[src/rtl/core/dwq_ram.sv]
// Generic single-write, single-read RAM with registered read data.
module dwq_ram #(
  parameter int Width = 8,
  parameter int Depth = 16
) (
  input  logic                     clk_i,
  input  logic                     we_i,
  input  logic [$clog2(Depth)-1:0] waddr_i,
  input  logic [Width-1:0]         wdata_i,
  input  logic                     re_i,
  input  logic [$clog2(Depth)-1:0] raddr_i,
  output logic [Width-1:0]         rdata_o
);

  logic [Width-1:0] mem_q [Depth];
  logic [Width-1:0] rdata_q;

  always_ff @(posedge clk_i) begin
    if (we_i) begin
      mem_q[waddr_i] <= wdata_i;
    end
    if (re_i) begin
      rdata_q <= mem_q[raddr_i];
    end
  end

  assign rdata_o = rdata_q;

endmodule

[config.mk]
export PLATFORM = sky130hd
export DESIGN_NAME = dwq_ram
export DESIGN_NICKNAME = d
export VERILOG_FILES = /design/src/rtl/core/dwq_ram.sv
export SDC_FILE = /design/constraint.sdc
export NUM_CORES = 1
export LEC_CHECK = 0
export BUFFER_PORTS_ARGS = -buffer_cell sky130_fd_sc_hd__buf_2
export CAP_MARGIN = 20
export CORE_UTILIZATION = 50
export CTS_CLUSTER_DIAMETER = 150
export DETAILED_ROUTE_END_ITERATION = 12
export GPL_ROUTABILITY_DRIVEN = 1
export GPL_TIMING_DRIVEN = 0
export PLACE_DENSITY_LB_ADDON = 0.1
export SLEW_MARGIN = 20
export SYNTH_ARGS = -nofsm -noshare
export SYNTH_HDL_FRONTEND = slang
export SYNTH_SLANG_ARGS = --single-unit
[constraint.sdc]
create_clock -name clk_i -period 1.5 [get_ports clk_i]
set_input_delay 0.15 -clock clk_i [delete_from_list [all_inputs] [get_ports clk_i]]
set_output_delay 0.15 -clock clk_i [all_outputs]
set_load 0.01 [all_outputs]
# After elaboration in Yosys (flattened, before gate mapping)
# Memories as Yosys holds them, arrays and structs flattened. A register that Yosys moved wholly into a read port is not among the register bits.
# Index checks and enable logic that the tools add are counted.
[classes] n_mux=2
[op_table] op="$mux 1" n=2
[totals] word_cells=3 inputBits=19 mem_bits_rw=128 n_memories=1 output_inout_bits=8 register_bits=0
[memory_table] memory="mem_q" words=16 width=8 rd=1 rd_clocked_by_memory_dff=1 wr=1 line="15" rtl="logic [Width-1:0] mem_q [Depth];"

# Longest topological paths before layout
[logic_depth] word_depth=2 ltp_mapped=5 mapped_depth_nobuf=3

# Worst setup path after synthesis
# Ideal clock, no wire load.
[synth_path] kind="input port to flip-flop" start="input waddr_i[2]" end="memory mem_q[0][0], enable pin" slack_ns=-0.143 path_buffers=0 stages=2 setup_time_ns=0.383 required_time_ns=1.117 arrival_ns=1.260 cell_sequence="or3b_2 > nor3_1"
[synth_lines] item="start: declaration" line="8" rtl="input logic [$clog2(Depth)-1:0] waddr_i,"
[synth_lines] item="end: declaration" line="15"
# No word-level cell before the write port.

==> flow_metrics.py <==
metrics = {
    "routing": {
        "drt-total-wl_microns": 10000,
        "drtAntennaViolNets": 0,
        "drt_iter0_drc": 193,
        "drtPass1Iterations": 4,
        "routedWlPerCell_microns": 23.9,
        "drc_errors": 0,
        "via_per_inst": 5.69,
        "vias": 2390,
    },
    "synthesis": {
        "ys.flop_type": "edfxtp_1",
        "yosysWarnings": 0,
        "synth.distinct_cells": 18,
        "yosysTopAreaCell": "edfxtp_1",
        "synth-edff-count": 136,
        "synth_seq_cells": 136,
        "synth_area_per_cell_sq_um": 22.8,
        "async_reset_ff_frac": 0,
        "yosysSeqAreaShare": 0.781,
        "synthCells": 229,
        "synth_common_cells": "edfxtp_1, mux4_2, a22oi_1",
        "synth.most_common_cell": "edfxtp_1",
        "synthTopCellsByArea": "edfxtp_1, mux4_2, mux4_1",
        "syn_area_sq_mm": 0.00523,
        "syn_nets": 248,
        "synth_top_area_frac": 0.781,
    },
    "floorplanning": {
        "io_pins": 27,
        "core_area_sq_mm": 0.00995,
        "die_area_sq_mm": 0.0109,
        "row_count": 36,
        "fp.dieW_microns": 104,
        "dieHeight_microns": 104,
        "start_util": 0.525,
    },
    "clock_network": {
        "clk-insertion-delay-late_ns": 0.51,
        "cts_tree": "built",
        "cts_max_path_buffers": 2,
        "cts.sink_count": 136,
        "clockRootBuffer": "clkbuf_8",
        "htree_num_levels": 4,
        "clk_pin_slew_worst_paths_ns": 0.06,
        "post_cts.repair.setup_buffers": 0,
        "cts_buffers": 17,
    },
    "setup_path": {
        "cp_slowest_cell": "mux4_1",
        "cp_cell_sequence": "mux4_1 > a22oi_1 > nand2_1",
        "cp_slowest_stage_delay_ns": 0.51,
        "crit_type": "register to register",
        "r2r-start": "mem_q[1][5]",
        "critPathLaunch": "mem_q[1][5]",
        "r2r_slack_ns": 0.03,
        "endpoint_kind": "register",
        "cp.required_ns": 1.76,
        "cp_max_fo": 1,
        "rr_worst_depth": 3,
        "arrival_ns": 1.73,
        "start_kind": "register",
        "reg2reg_to": "rdata_o[5]",
    },
    "power_and_ir_drop": {
        "power_density_mw_per_mm2": 1490,
        "power_w": 0.00925,
        "power_leakage_nw": 2.06,
        "max-vdd-ir-drop_mv": 0.989,
    },
    "job": {
        "cap_violations": 0,
    },
    "place": {
        "numPortBuffers": 25,
        "post-place-ws_ns": -0.390,
        "place.gp.congestion": 0.682,
        "placed_cell_area_sq_mm": 0.00554,
        "dp_hpwl_microns": 6210,
    },
    "grt": {
        "grt_pass1_vias": 2498,
        "gr-total-overflow": 0,
        "grt_usage": 0.201,
        "antenna_found_initial": 0,
        "grt_max_degree": 17,
        "grt_pass1_wl_microns": 15100,
    },
    "cells_and_area": {
        "insertedDiodeCount": 0,
        "fin_area_sq_mm": 0.00621,
        "area_delta_synth_final_pct": 18.8,
        "n_fill_cell": 691,
        "drive_gt1_frac": 0.324,
        "nNetsFinal": 293,
    },
    "worst_hold_path": {
        "hold_path.class": "input pin to register",
        "whs_endpoint": "mem_q[5][4]",
        "hp-start": "wdata_i[4]",
        "holdPathStages": 1,
    },
    "timing": {
        "relSlewSlack": 0.439,
        "fmax_ghz": 0.679,
        "setup_violations": 0,
        "hold_viol": 0,
        "rsz0062_at_grt": "false",
        "tightest_slew_ns": 0.838,
        "fin_crit_sh": 0.983,
        "fin_worst_skew_ns": 0.00638,
        "setup_slack_ns": 0.0262,
        "drv_slew": 0,
        "period_minus_slack_ns": 1.47,
    },
    "status": {
        "outcome": "finished clean",
    },
}
## registers in the layout, indices dropped and copies added (netlist names)
register / cells
mem_q: 128
rdata_o: 8
## where the power goes
part / total (W) / leakage, nW / switching (W) / internal (W)
clock network: 0.00453 / 0.309 / 0.00150 / 0.00303
logic: 0.000424 / 0.516 / 0.000252 / 0.000172
registers: 0.00430 / 1.24 / 0.0000184 / 0.00428
total: 0.00925 / 2.06 / 0.00177 / 0.00748
## how the worst max path moves through the flow
stage             endpoint  slack [ns]
6_report        rdata_o[5]        0.03
5_1_grt         rdata_o[0]       0.006
4_1_cts         rdata_o[1]        0.01
3_5_place_dp   mem_q[2][1]       -0.39
3_3_place_gp   mem_q[8][2]       -0.44
2_1_floorplan   rdata_o[1]        0.07
## logic make-up (layout without fill, tap and decap cells)
group / after synthesis / after routing / synth area share
AND/OR/NAND/NOR: 35 / 35 / 0.0314
buffers and inverters: 10 / 68 / 0.0165
multiplexers: 32 / 32 / 0.148
flip-flops: 136 / 136 / 0.781
AO/OA/AOI/OAI: 16 / 16 / 0.0230
## final cells by class
type,count,area [sq um],area share
well taps,133,166,0.0268
flip-flops and latches,136,4080,0.658
plain buffers,10,86.3,0.0139
multi-input cells,83,1090,0.176
repair buffers,26,135,0.0218
clock inverters,13,225,0.0363
clock buffers,19,422,0.0679
## cell usage in the layout, fill, tap and decap left out, types with 3 or more instances in the layout
| cell type | count |
|---|---|
| a22oi_1 | 11 |
| a22oi_2 | 5 |
| buf_2 | 28 |
| buf_6 | 3 |
| bufinv_16 | 6 |
| clkbuf_16 | 16 |
| clkdlybuf4s25_2 | 3 |
| clkinv_1 | 3 |
| edfxtp_1 | 136 |
| mux4_1 | 11 |
| mux4_2 | 21 |
| nand2_1 | 9 |
| nor2_1 | 13 |
| nor3_2 | 4 |
## metrics by stage
step | cells | setup TNS (ns) | hold WS, ns | util
after floorplan | 229 | 0 | 0.249 | -
after global placement | 387 | -21.60 | 0.489 | 0.555
after detailed placement | 387 | -16.64 | 0.509 | 0.556
after CTS | 420 | 0 | 0.0208 | 0.624
after global routing | 420 | 0 | 0.0439 | 0.624
final | 420 | 0 | 0.0371 | 0.624
## critical path, delay by kind of cell, from the launching register on
family             cells  cell delay, ns
and+or+nand+nor        1            0.10
DFF                    1            0.36
AOI/OAI and AO/OA      1            0.26
muxes                  1            0.51
## per-layer routing
metal / up-vias / share of wire / track usage
met3: 10 / 0.047 / 0.0520
met1: 1240 / 0.47 / 0.294
met4: 0 / 0.011 / 0.0704
li1: 1067 / - / -
met2: 73 / 0.48 / 0.298
met5: - / 0 / 0
## what timing repair did
| action | 4_1_cts | 5_1_grt |
|---|---|---|
| endpoints found under the setup margin | 4 | 4 |
| endpoints found under the hold margin | 8 | 0 |
| resized for setup | 5 | 3 |
| hold buffers | 1 | 0 |
| pin swaps | 1 | 2 |
(Power assumes the default switching activity.)
